`src/mmpvf_pkg.sv`:
```
`timescale 1ns / 1ps
// ----------------------------------------------------------------------------
// mmpvf_pkg
// Shared types and constants of the min/max partition victim filter.
// ----------------------------------------------------------------------------
package mmpvf_pkg;

   localparam int WAYS_DEFAULT        = 16;
   localparam int PARTITIONS_DEFAULT  = 16;
   localparam int COUNT_WIDTH_DEFAULT = 16;

   localparam int MAX_WAYS        = 16;
   localparam int MAX_PARTITIONS  = 16;
   localparam int PART_ID_WIDTH   = 4;
   localparam int LIMIT_WIDTH     = 16;
   localparam int CSR_INDEX_WIDTH = 1;

   typedef enum logic [2:0] {
      MODE_VICTIM = 3'd0,
      MODE_FILL   = 3'd1,
      MODE_EVICT  = 3'd2,
      MODE_WRITE  = 3'd3,
      MODE_READ   = 3'd4
   } mode_type;

   typedef enum logic [1:0] {
      KIND_MIN     = 2'd0,
      KIND_MAX     = 2'd1,
      KIND_SOFT    = 2'd2,
      KIND_UNKNOWN = 2'd3
   } kind_type;

   typedef enum logic [CSR_INDEX_WIDTH-1:0] {
      CSR_MAX_ENABLE = 1'b0,
      CSR_MIN_ENABLE = 1'b1
   } csr_index_type;

   typedef logic [2:0] pri_type;

   localparam pri_type PRI_NO_MAX    = 3'd0;
   localparam pri_type PRI_AT_MAX    = 3'd2;
   localparam pri_type PRI_UNDER_MAX = 3'd3;
   localparam pri_type PRI_BELOW_MIN = 3'd4;
   localparam pri_type PRI_NONE      = 3'd5;

   localparam logic [LIMIT_WIDTH-1:0] LIMIT_NONE = '1;

endpackage

```
`src/min_max_partition_victim_filter_core.sv`:
```
`timescale 1ns / 1ps
// ----------------------------------------------------------------------------
// min_max_partition_victim_filter_core
// Per-partition occupancy and min/max limits with a two-stage victim filter.
// ----------------------------------------------------------------------------
// Usage:
//   req_* carries one request per cycle unless stalled: victim choice, line
//   fill, line evict, limit write or limit read. rsp_* returns exactly one
//   response per request, in order. csr_* sets the max and min enables; the
//   user must do so only while idle, which the block does not enforce. A
//   response is taken on an edge with rsp_valid high and rsp_stall low.
// Flow:
//   a request is taken on an edge with req_valid high and req_stall low
//   into an input register; its response and any counter or limit update
//   then land together in the response register and the partition tables,
//   and each request sees the tables as left by the one before it.
// Stall:
//   while rsp_stall holds a waiting response, the request in the input
//   register waits too and req_stall goes high; nothing is dropped.
// Reset:
//   clears both enables and all occupancy counters, sets every min limit to
//   zero, every max limit to all ones and every soft flag to zero.
// ----------------------------------------------------------------------------
module min_max_partition_victim_filter_core #(
   parameter int WAYS        = mmpvf_pkg::WAYS_DEFAULT,
   parameter int PARTITIONS  = mmpvf_pkg::PARTITIONS_DEFAULT,
   parameter int COUNT_WIDTH = mmpvf_pkg::COUNT_WIDTH_DEFAULT
) (
   input  logic                                     clock,
   input  logic                                     reset,

   input  logic                                     req_valid,
   output logic                                     req_stall,
   input  logic [2:0]                               req_mode,
   input  logic [mmpvf_pkg::PART_ID_WIDTH-1:0]      req_part_id,
   input  logic [63:0]                              req_way_partitions,
   input  logic [15:0]                              req_way_offered,
   input  logic [15:0]                              req_way_absent,
   input  logic [15:0]                              req_avail_bitmap,
   input  logic [1:0]                               req_limit_kind,
   input  logic [15:0]                              req_limit_value,

   output logic                                     rsp_valid,
   input  logic                                     rsp_stall,
   output logic [15:0]                              rsp_victim_mask,
   output logic [15:0]                              rsp_avail_mask,
   output logic [15:0]                              rsp_read_value,
   output logic                                     rsp_ok,

   input  logic                                     csr_write_enable,
   input  logic [mmpvf_pkg::CSR_INDEX_WIDTH-1:0]    csr_index,
   input  logic                                     csr_write_data
);

   localparam int CMP_W = (COUNT_WIDTH > mmpvf_pkg::LIMIT_WIDTH) ?
                          COUNT_WIDTH : mmpvf_pkg::LIMIT_WIDTH;
   localparam logic [15:0] WAY_MASK = (WAYS >= mmpvf_pkg::MAX_WAYS) ? 16'hFFFF :
                                      16'((32'd1 << WAYS) - 32'd1);

   // candidates whose owner priority is the lowest among them
   function automatic logic [15:0] lowest_ways(input logic [15:0] cand,
                                               input logic [47:0] pri_vec);
      logic [7:0]                 seen;
      mmpvf_pkg::pri_type         minp;
      logic [15:0]                res;
      seen = '0;
      res  = '0;
      minp = mmpvf_pkg::PRI_NONE;
      for (int w = 0; w < 16; w++) begin
         if (cand[w]) begin
            seen[pri_vec[3*w +: 3]] = 1'b1;
         end
      end
      for (int l = 7; l >= 0; l--) begin
         if (seen[l]) begin
            minp = 3'(l);
         end
      end
      for (int w = 0; w < 16; w++) begin
         res[w] = cand[w] && (pri_vec[3*w +: 3] == minp);
      end
      return res;
   endfunction

   // configuration
   logic max_enable_ff, max_enable_in;
   logic min_enable_ff, min_enable_in;

   // partition tables
   logic [COUNT_WIDTH-1:0] occupancy_ff [PARTITIONS];
   logic [COUNT_WIDTH-1:0] occupancy_in [PARTITIONS];
   logic [15:0]            min_lines_ff [PARTITIONS];
   logic [15:0]            min_lines_in [PARTITIONS];
   logic [15:0]            max_lines_ff [PARTITIONS];
   logic [15:0]            max_lines_in [PARTITIONS];
   logic                   soft_flag_ff [PARTITIONS];
   logic                   soft_flag_in [PARTITIONS];

   // input register
   logic        s1_valid_ff, s1_valid_in;
   logic [2:0]  s1_mode_ff;
   logic [3:0]  s1_part_id_ff;
   logic [63:0] s1_way_partitions_ff;
   logic [15:0] s1_way_offered_ff;
   logic [15:0] s1_way_absent_ff;
   logic [15:0] s1_avail_bitmap_ff;
   logic [1:0]  s1_limit_kind_ff;
   logic [15:0] s1_limit_value_ff;

   // response register
   logic        rsp_valid_ff, rsp_valid_in;
   logic [15:0] rsp_victim_mask_ff, rsp_victim_mask_in;
   logic [15:0] rsp_avail_mask_ff, rsp_avail_mask_in;
   logic [15:0] rsp_read_value_ff, rsp_read_value_in;
   logic        rsp_ok_ff, rsp_ok_in;

   logic advance;
   logic load;

   // effective per-id view, out-of-range ids read as reset values
   logic [CMP_W-1:0]   id_occ  [mmpvf_pkg::MAX_PARTITIONS];
   logic [15:0]        id_min  [mmpvf_pkg::MAX_PARTITIONS];
   logic [15:0]        id_max  [mmpvf_pkg::MAX_PARTITIONS];
   logic               id_soft [mmpvf_pkg::MAX_PARTITIONS];
   mmpvf_pkg::pri_type id_pri  [mmpvf_pkg::MAX_PARTITIONS];

   logic [47:0] way_pri;
   logic [15:0] own_ways;
   logic [15:0] offered;
   logic [15:0] after_max;
   logic [15:0] max_keep;
   logic [15:0] min_keep;
   logic [15:0] after_min;
   logic        over;
   logic        kind_known;
   logic [15:0] limit_read;

   assign advance   = s1_valid_ff && !(rsp_valid_ff && rsp_stall);
   assign req_stall = s1_valid_ff && !advance;
   assign load      = !req_stall;

   for (genvar i = 0; i < mmpvf_pkg::MAX_PARTITIONS; i++) begin : g_id
      if (i < PARTITIONS) begin : g_live
         assign id_occ[i]  = CMP_W'(occupancy_ff[i]);
         assign id_min[i]  = min_lines_ff[i];
         assign id_max[i]  = max_lines_ff[i];
         assign id_soft[i] = soft_flag_ff[i];
      end else begin : g_absent
         assign id_occ[i]  = '0;
         assign id_min[i]  = '0;
         assign id_max[i]  = mmpvf_pkg::LIMIT_NONE;
         assign id_soft[i] = 1'b0;
      end
      assign id_pri[i] = (id_occ[i] < CMP_W'(id_min[i])) ? mmpvf_pkg::PRI_BELOW_MIN :
                         !max_enable_ff                   ? mmpvf_pkg::PRI_NO_MAX    :
                         (id_occ[i] < CMP_W'(id_max[i])) ? mmpvf_pkg::PRI_UNDER_MAX :
                                                            mmpvf_pkg::PRI_AT_MAX;
   end

   for (genvar w = 0; w < mmpvf_pkg::MAX_WAYS; w++) begin : g_way
      assign way_pri[3*w +: 3] = id_pri[s1_way_partitions_ff[4*w +: 4]];
      assign own_ways[w]       = (s1_way_partitions_ff[4*w +: 4] == s1_part_id_ff);
      assign min_keep[w]       = (way_pri[3*w +: 3] <= id_pri[s1_part_id_ff]);
   end

   // victim filter
   always_comb begin
      offered   = s1_way_offered_ff & WAY_MASK;
      over      = max_enable_ff &&
                  (id_occ[s1_part_id_ff] >= CMP_W'(id_max[s1_part_id_ff]));
      max_keep  = offered & (own_ways |
                  (id_soft[s1_part_id_ff] ? s1_way_absent_ff : 16'h0000));
      after_max = offered;
      if (over) begin
         after_max = (max_keep != '0) ? max_keep : lowest_ways(offered, way_pri);
      end
      after_min = after_max;
      if (min_enable_ff) begin
         after_min = ((after_max & min_keep) != '0) ? (after_max & min_keep) :
                     lowest_ways(after_max, way_pri);
      end
   end

   // limit read
   always_comb begin
      kind_known = (s1_limit_kind_ff != mmpvf_pkg::KIND_UNKNOWN);
      case (s1_limit_kind_ff)
         mmpvf_pkg::KIND_MIN:  limit_read = id_min[s1_part_id_ff];
         mmpvf_pkg::KIND_MAX:  limit_read = id_max[s1_part_id_ff];
         mmpvf_pkg::KIND_SOFT: limit_read = 16'(id_soft[s1_part_id_ff]);
         default:              limit_read = mmpvf_pkg::LIMIT_NONE;
      endcase
   end

   // response and table update
   always_comb begin
      rsp_valid_in       = advance || (rsp_valid_ff && rsp_stall);
      rsp_victim_mask_in = rsp_victim_mask_ff;
      rsp_avail_mask_in  = rsp_avail_mask_ff;
      rsp_read_value_in  = rsp_read_value_ff;
      rsp_ok_in          = rsp_ok_ff;
      occupancy_in       = occupancy_ff;
      min_lines_in       = min_lines_ff;
      max_lines_in       = max_lines_ff;
      soft_flag_in       = soft_flag_ff;
      if (advance) begin
         rsp_victim_mask_in = '0;
         rsp_avail_mask_in  = '0;
         rsp_read_value_in  = '0;
         rsp_ok_in          = 1'b0;
         case (s1_mode_ff)
            mmpvf_pkg::MODE_VICTIM: begin
               rsp_victim_mask_in = after_min & WAY_MASK;
               rsp_avail_mask_in  = (over && !id_soft[s1_part_id_ff] &&
                                     (s1_avail_bitmap_ff != '0)) ?
                                    s1_avail_bitmap_ff : 16'hFFFF;
            end
            mmpvf_pkg::MODE_FILL: begin
               for (int i = 0; i < PARTITIONS; i++) begin
                  if (4'(i) == s1_part_id_ff && occupancy_ff[i] != '1) begin
                     occupancy_in[i] = occupancy_ff[i] + COUNT_WIDTH'(1);
                  end
               end
            end
            mmpvf_pkg::MODE_EVICT: begin
               for (int i = 0; i < PARTITIONS; i++) begin
                  if (4'(i) == s1_part_id_ff && occupancy_ff[i] != '0) begin
                     occupancy_in[i] = occupancy_ff[i] - COUNT_WIDTH'(1);
                  end
               end
            end
            mmpvf_pkg::MODE_WRITE: begin
               rsp_ok_in = kind_known;
               for (int i = 0; i < PARTITIONS; i++) begin
                  if (4'(i) == s1_part_id_ff) begin
                     case (s1_limit_kind_ff)
                        mmpvf_pkg::KIND_MIN:  min_lines_in[i] = s1_limit_value_ff;
                        mmpvf_pkg::KIND_MAX:  max_lines_in[i] = s1_limit_value_ff;
                        mmpvf_pkg::KIND_SOFT: soft_flag_in[i] = (s1_limit_value_ff != '0);
                        default: ;
                     endcase
                  end
               end
            end
            mmpvf_pkg::MODE_READ: begin
               rsp_ok_in         = kind_known;
               rsp_read_value_in = limit_read;
            end
            default: ;
         endcase
      end
   end

   // configuration writes
   always_comb begin
      max_enable_in = max_enable_ff;
      min_enable_in = min_enable_ff;
      if (csr_write_enable) begin
         case (csr_index)
            mmpvf_pkg::CSR_MAX_ENABLE: max_enable_in = csr_write_data;
            mmpvf_pkg::CSR_MIN_ENABLE: min_enable_in = csr_write_data;
            default: ;
         endcase
      end
   end

   assign s1_valid_in = load ? req_valid : s1_valid_ff;

   always_ff @(posedge clock) begin
      if (reset) begin
         s1_valid_ff   <= 1'b0;
         rsp_valid_ff  <= 1'b0;
         max_enable_ff <= 1'b0;
         min_enable_ff <= 1'b0;
         for (int i = 0; i < PARTITIONS; i++) begin
            occupancy_ff[i] <= '0;
            min_lines_ff[i] <= '0;
            max_lines_ff[i] <= mmpvf_pkg::LIMIT_NONE;
            soft_flag_ff[i] <= 1'b0;
         end
      end else begin
         s1_valid_ff   <= s1_valid_in;
         rsp_valid_ff  <= rsp_valid_in;
         max_enable_ff <= max_enable_in;
         min_enable_ff <= min_enable_in;
         occupancy_ff  <= occupancy_in;
         min_lines_ff  <= min_lines_in;
         max_lines_ff  <= max_lines_in;
         soft_flag_ff  <= soft_flag_in;
      end
   end

   always_ff @(posedge clock) begin
      if (load) begin
         s1_mode_ff           <= req_mode;
         s1_part_id_ff        <= req_part_id;
         s1_way_partitions_ff <= req_way_partitions;
         s1_way_offered_ff    <= req_way_offered;
         s1_way_absent_ff     <= req_way_absent;
         s1_avail_bitmap_ff   <= req_avail_bitmap;
         s1_limit_kind_ff     <= req_limit_kind;
         s1_limit_value_ff    <= req_limit_value;
      end
      rsp_victim_mask_ff <= rsp_victim_mask_in;
      rsp_avail_mask_ff  <= rsp_avail_mask_in;
      rsp_read_value_ff  <= rsp_read_value_in;
      rsp_ok_ff          <= rsp_ok_in;
   end

   assign rsp_valid       = rsp_valid_ff;
   assign rsp_victim_mask = rsp_victim_mask_ff;
   assign rsp_avail_mask  = rsp_avail_mask_ff;
   assign rsp_read_value  = rsp_read_value_ff;
   assign rsp_ok          = rsp_ok_ff;

`ifndef SYNTHESIS
   a_stall_needs_request: assert property (@(posedge clock) disable iff (reset)
      req_stall |-> s1_valid_ff)
      else $error("input stalled with no request held");

   a_rsp_from_request: assert property (@(posedge clock) disable iff (reset)
      $rose(rsp_valid_ff) |-> $past(s1_valid_ff))
      else $error("response appeared without a request");

   a_victim_subset: assert property (@(posedge clock) disable iff (reset)
      (advance && s1_mode_ff == mmpvf_pkg::MODE_VICTIM) |=>
      ((rsp_victim_mask_ff & ~($past(s1_way_offered_ff) & WAY_MASK)) == '0))
      else $error("victim mask holds a way that was not offered");

   a_victim_nonempty: assert property (@(posedge clock) disable iff (reset)
      (advance && s1_mode_ff == mmpvf_pkg::MODE_VICTIM &&
       (s1_way_offered_ff & WAY_MASK) != '0) |=> (rsp_victim_mask_ff != '0))
      else $error("filter removed every offered way");

   a_masks_zero: assert property (@(posedge clock) disable iff (reset)
      (advance && s1_mode_ff != mmpvf_pkg::MODE_VICTIM) |=>
      (rsp_victim_mask_ff == '0 && rsp_avail_mask_ff == '0))
      else $error("masks set on a non-victim response");
`endif

endmodule
```
`config.mk`:
```
export PLATFORM = sky130hd
export DESIGN_NAME = min_max_partition_victim_filter_core
export DESIGN_NICKNAME = d
export VERILOG_FILES = /design/src/mmpvf_pkg.sv /design/src/min_max_partition_victim_filter_core.sv
export SDC_FILE = /design/constraint.sdc
export NUM_CORES = 2
export LEC_CHECK = 0
export ABC_CLOCK_PERIOD_IN_PS = 19900
export CAP_MARGIN = 20
export CORE_MARGIN = 1
export CORE_UTILIZATION = 55
export CTS_CLUSTER_DIAMETER = 60
export DETAILED_ROUTE_END_ITERATION = 6
export DONT_BUFFER_PORTS = 1
export PLACE_DENSITY_LB_ADDON = 0.15
export SLEW_MARGIN = 20
export SYNTH_ARGS = -nofsm -noshare
export SYNTH_HDL_FRONTEND = slang
export SYNTH_SLANG_ARGS = --single-unit
```
`constraint.sdc`:
```
create_clock -name clock -period 19.9 [get_ports clock]
set_input_delay 3.98 -clock clock [delete_from_list [all_inputs] [get_ports clock]]
set_output_delay 3.98 -clock clock [all_outputs]
set_load 0.03 [all_outputs]
```
==> results_tabular.tex <==
\begin{tabular}{lr}
\hline
Metric & Value \\
\hline
\multicolumn{2}{l}{\textbf{Detailed routing}} \\
\quad Wire length per cell after detailed routing & about 31 um \\
\quad DRT Wirelength & 322,800 um \\
\quad Iteration count of the initial detailed-routing pass & 7 \\
\quad Initial drt markers & around 11k \\
\quad Vias per inst & a little under 7 \\
\quad Remaining design rule violation count & 62 \\
\quad Number of nets with antenna violations after detailed routing & 0 \\
\quad Number of vias after detailed routing & between 70k and 80k \\
\multicolumn{2}{l}{\textbf{Worst setup path}} \\
\quad Maximum cell stage delay along the critical path & around 1.0 ns \\
\quad CP delay by family, top & compound AO/OA/AOI/OAI gates \\
\quad Critical path required time & around 20 ns \\
\quad Cell chain of the critical path & buf\_4 > buf\_12 > buf\_4 > mux4\_2 > mux4\_2 > ha\_1 > nand2b\_1 > a21o\_1 > a21o\_1 > a211oi\_1 > o21ai\_0 > a211o\_1 > nand2\_1 > o21ai\_0 > and2\_1 > o2111ai\_1 > a2111oi\_0 > o211ai\_1 > o21ba\_2 > and2\_1 > nand2\_1 > a2111o\_1 > o31ai\_1 \\
\quad WS Path Type & reg -> reg \\
\quad Crit-path max FO & between 100 and 150 \\
\quad Startpoint Class & register \\
\quad Worst path arrival time & around 11 ns \\
\quad Buffer and inverter count on the worst path & 3 \\
\quad Slowest stage cell, crit path & sky130\_fd\_sc\_hd\_\_edfxtp\_1 \\
\quad Kind of end point of the critical path & register \\
\multicolumn{2}{l}{\textbf{GRT}} \\
\quad Via count of the first global-routing pass & 65.49k \\
\quad Gr usage total & around 47\% \\
\quad Gr ovfl total & 0 \\
\quad First-pass GRT wire length & roughly 460,000 um \\
\quad Initial antenna violation count & 33 \\
\quad Maximum number of pins on one net before global-route repair & 545 \\
\multicolumn{2}{l}{\textbf{Power and ir drop}} \\
\quad Switching portion of total power & 28.63\% \\
\quad Internal power & 3.525 mW \\
\quad Cell Pwr Density & about 63 nW/um\^{}2 \\
\quad Sw Pwr & roughly 1.4 mW \\
\quad Flop pwr share & between 40 and 50\% \\
\quad Static power due to leakage & about 32 nW \\
\quad Combinational cell fraction of total power & 10.8\% \\
\quad Total design power & about 5 mW \\
\quad Part of the total power dissipated in the clock network & a little under half \\
\quad Peak VDD IR & 114.4 uV \\
\multicolumn{2}{l}{\textbf{STA}} \\
\quad Final hold violation count & 0 \\
\quad Final worst hold slack & roughly 0.47 ns \\
\quad Max-Slew Margin vs Limit & -60.70\% \\
\quad Total count of max-transition violations in the final report & between 300 and 400 \\
\quad Number of setup violations in the final report & 0 \\
\quad Setup clock skew after layout & approximately 0.045 ns \\
\quad Minimum period implied by the final worst setup slack & approximately 10 ns \\
\quad Max Fclk & about 97 MHz \\
\quad Setup repair after global routing missed its margin & no \\
\quad Final-layout setup total negative slack & 0 ns \\
\quad Worst-margin pin slew & approximately 2.4 ns \\
\quad Share of the clock period used by the worst path after layout & about half \\
\multicolumn{2}{l}{\textbf{Synthesis}} \\
\quad Number of warnings reported in the yosys synthesis log & 0 \\
\quad Main synth FF type & sky130\_fd\_sc\_hd\_\_dfxtp\_1 \\
\quad Cell variety after synth & 110 \\
\quad Syn Area/Cell & $\sim$8.4 um\^{}2 \\
\quad Sequential-to-total area share from yosys stat & approximately 30\% \\
\quad Syn nets & between 9k and 10k \\
\quad Synthesis-stage register bit count & 974 \\
\quad Cell Area, Synth & 72,180 um\^{}2 \\
\quad Post-Synthesis Cells & 8,634 \\
\quad Post-synth EDFFs & 186 \\
\quad Async set-or-reset flop fraction in the synthesized netlist & 0\% \\
\multicolumn{2}{l}{\textbf{Placement}} \\
\quad Placed Instance Area & between 70,000 and 80,000 um\^{}2 \\
\quad Port-buffer cells & 0 \\
\quad GPL Wtd Cong & around 1.1 \\
\quad Placed wire-length estimate after detailed placement & between 200,000 and 250,000 um \\
\multicolumn{2}{l}{\textbf{Finish}} \\
\quad Area growth syn-to-layout & 8.513\% \\
\quad Top library cells by usage in the layout, fill and taps aside & sky130\_fd\_sc\_hd\_\_nand2\_1, sky130\_fd\_sc\_hd\_\_a21oi\_1, sky130\_fd\_sc\_hd\_\_inv\_1 \\
\quad Post-layout nets & roughly 9.4k \\
\quad Most common cell after layout, fill and taps aside & sky130\_fd\_sc\_hd\_\_nand2\_1 \\
\quad Design area & approximately 80,000 um\^{}2 \\
\quad Total of fill cells in the finished design & 11.49k \\
\quad Layout cells sized above 1 & just over 9\% \\
\multicolumn{2}{l}{\textbf{CTS}} \\
\quad Number of buffers created by CTS & around 120 \\
\quad Worst-case clock buffer depth & 3 \\
\quad Clock tree from TritonCTS & built \\
\quad Number of clock sinks seen by CTS & 974 \\
\quad Reg clk slew, reported paths & 0.06 ns \\
\quad Later-pin clock latency in the skew report & slightly below 0.8 ns \\
\quad Total setup buffers inserted after CTS & 0 \\
\quad Cts-stage hold buffer count & 0 \\
\quad CTS Root Cell & sky130\_fd\_sc\_hd\_\_clkbuf\_16 \\
\quad CTS resizes & 0 \\
\quad Number of H-tree levels & 3 \\
\multicolumn{2}{l}{\textbf{Floorplan}} \\
\quad Total core area & roughly 130,000 um\^{}2 \\
\quad Std cell rows & $\sim$130 \\
\quad Initial standard-cell utilization of the core & a little under three fifths \\
\quad Height of the die & about 360 um \\
\quad Die Outline Area & 132,700 um\^{}2 \\
\quad Die Width & 364.3 um \\
\quad Number of primary I/O pins & $\sim$200 \\
\multicolumn{2}{l}{\textbf{Status}} \\
\quad Violations in the final reports & design-rule violations, max-slew violations \\
\quad Run status & complete, but fails checks \\
\multicolumn{2}{l}{\textbf{Job}} \\
\quad Reported max-cap violation count & 0 \\
\multicolumn{2}{l}{\textbf{Worst hold path}} \\
\quad Hold/Removal Path Class & reg -> reg \\
\hline
\end{tabular}
routing by layer:
metal / vias up / part of all wire, % / routed length, um / GRT usage [%]
met5: - / 0.053 / 171 / 0.2179
met4: 26 / 7.9 / 25650 / 31.07
met3: 1350 / 16 / 50700 / 18.96
met2: 5108 / 39 / 127400 / 65.76
met1: 33925 / 37 / 118900 / 60.34
li1: 30847 / - / - / -
state kept, by name, indices dropped and copies added (netlist names):
| name | cells |
|---|---|
| min_enable_ff | 1 |
| s1_way_partitions_ff | 64 |
| id_soft | 16 |
| s1_way_absent_ff | 16 |
| rsp_valid | 1 |
| rsp_avail_mask | 16 |
| s1_avail_bitmap_ff | 16 |
| s1_part_id_ff | 4 |
| s1_limit_value_ff | 16 |
| max_enable_ff | 1 |
| id_occ | 256 |
| rsp_read_value | 16 |
| id_max | 256 |
| s1_mode_ff | 3 |
| rsp_victim_mask | 16 |
| s1_valid_ff | 1 |
| s1_limit_kind_ff | 2 |
| offered | 16 |
| rsp_ok | 1 |
| id_min | 256 |
cell type report:
cell class / instances / area, um^2 / area share (%)
clock buffer: 140 / 3127 / 3.992
sequential: 974 / 21360 / 27.27
inverter: 807 / 3042 / 3.883
antenna: 17 / 42.54 / 0.05431
timing repair buffer: 199 / 1540 / 1.966
multi-input combinational: 6340 / 46040 / 58.78
clock inverter: 78 / 991.0 / 1.265
tap: 1742 / 2180 / 2.783
final timing paths:
kind,from,endpoint,slack (ns),cells past startpoint
hold / removal,id_min[202],id_min[202],0.47,2
setup reg to reg,s1_part_id_ff[1],rsp_victim_mask[2],9.60,23
setup / recovery,s1_part_id_ff[1],rsp_victim_mask[2],9.60,23
hold reg to reg,id_min[202],id_min[202],0.47,2
cells by family after synthesis:
family | share of synthesized area (%)
XOR/XNOR | 3.094
AO/OA/AOI/OAI | 19.15
buffers and inverters | 6.961
adder cells (fa/ha/maj) | 13.76
AND/OR/NAND/NOR | 17.76
flip-flops | 29.59
multiplexers | 9.681
metrics by stage:
stage | setup WS (ns) | cells | utilization [%]
2_1_floorplan | 7.338 | 8634 | -
3_3_place_gp | 10.15 | 10058 | 57.03
3_5_place_dp | 10.01 | 10061 | 57.06
4_1_cts | 10.03 | 10279 | 60.23
5_1_grt | 9.415 | 10281 | 60.31
6_report | 9.598 | 10297 | 60.34
synth_stat cells, types with 36 or more instances:
cell type / instances / area [um^2]
sky130_fd_sc_hd__buf_1: 49 / 183.9
sky130_fd_sc_hd__nand2b_1: 71 / 444.2
sky130_fd_sc_hd__a211oi_1: 44 / 330.3
sky130_fd_sc_hd__o21bai_1: 71 / 533.0
sky130_fd_sc_hd__nor3_1: 182 / 910.9
sky130_fd_sc_hd__a21boi_0: 56 / 420.4
sky130_fd_sc_hd__o211ai_1: 268 / 2012
sky130_fd_sc_hd__nand4_1: 177 / 1107
sky130_fd_sc_hd__clkbuf_1: 427 / 1603
sky130_fd_sc_hd__a2111oi_0: 36 / 315.3
sky130_fd_sc_hd__xnor2_1: 184 / 1612
sky130_fd_sc_hd__nor2_1: 726 / 2725
sky130_fd_sc_hd__nor2b_1: 65 / 406.6
sky130_fd_sc_hd__o21ai_0: 281 / 1406
sky130_fd_sc_hd__o22ai_1: 43 / 269.0
sky130_fd_sc_hd__mux4_2: 257 / 5788
sky130_fd_sc_hd__xor2_1: 71 / 621.9
sky130_fd_sc_hd__ha_1: 768 / 9609
sky130_fd_sc_hd__dfxtp_1: 788 / 15780
sky130_fd_sc_hd__mux2i_1: 112 / 1121
sky130_fd_sc_hd__and3_1: 53 / 331.6
sky130_fd_sc_hd__or3_1: 50 / 312.8
sky130_fd_sc_hd__edfxtp_1: 186 / 5585
sky130_fd_sc_hd__inv_1: 803 / 3014
sky130_fd_sc_hd__nand3_1: 114 / 570.6
sky130_fd_sc_hd__a21oi_1: 812 / 4064
sky130_fd_sc_hd__nand2_1: 1099 / 4125
sky130_fd_sc_hd__a21o_1: 78 / 585.6
sky130_fd_sc_hd__nor4_1: 123 / 769.5
worst register-to-register path: cells and delay by family (launching register included):
family | cells | cell delay, ns
buffers and inverters | 3 | 2.20
muxes | 2 | 0.95
AOI/OAI and AO/OA | 12 | 4.39
DFF | 1 | 1.04
and+or+nand+nor | 5 | 1.28
adders and majority gates | 1 | 0.28
power groups by stage:
| stage | clock (mW) | combinational [mW] | sequential (mW) |
|---|---|---|---|
| detailed placement | 0 | 0.501 | 2.14 |
| CTS | 2.31 | 0.502 | 2.09 |
| global placement | 0 | 0.496 | 2.14 |
| global route | 2.40 | 0.548 | 2.10 |
| finish | 2.31 | 0.533 | 2.10 |
| floorplan | 0 | 0.350 | 2.10 |
No activity file was read; power rests on OpenSTA's default activity.
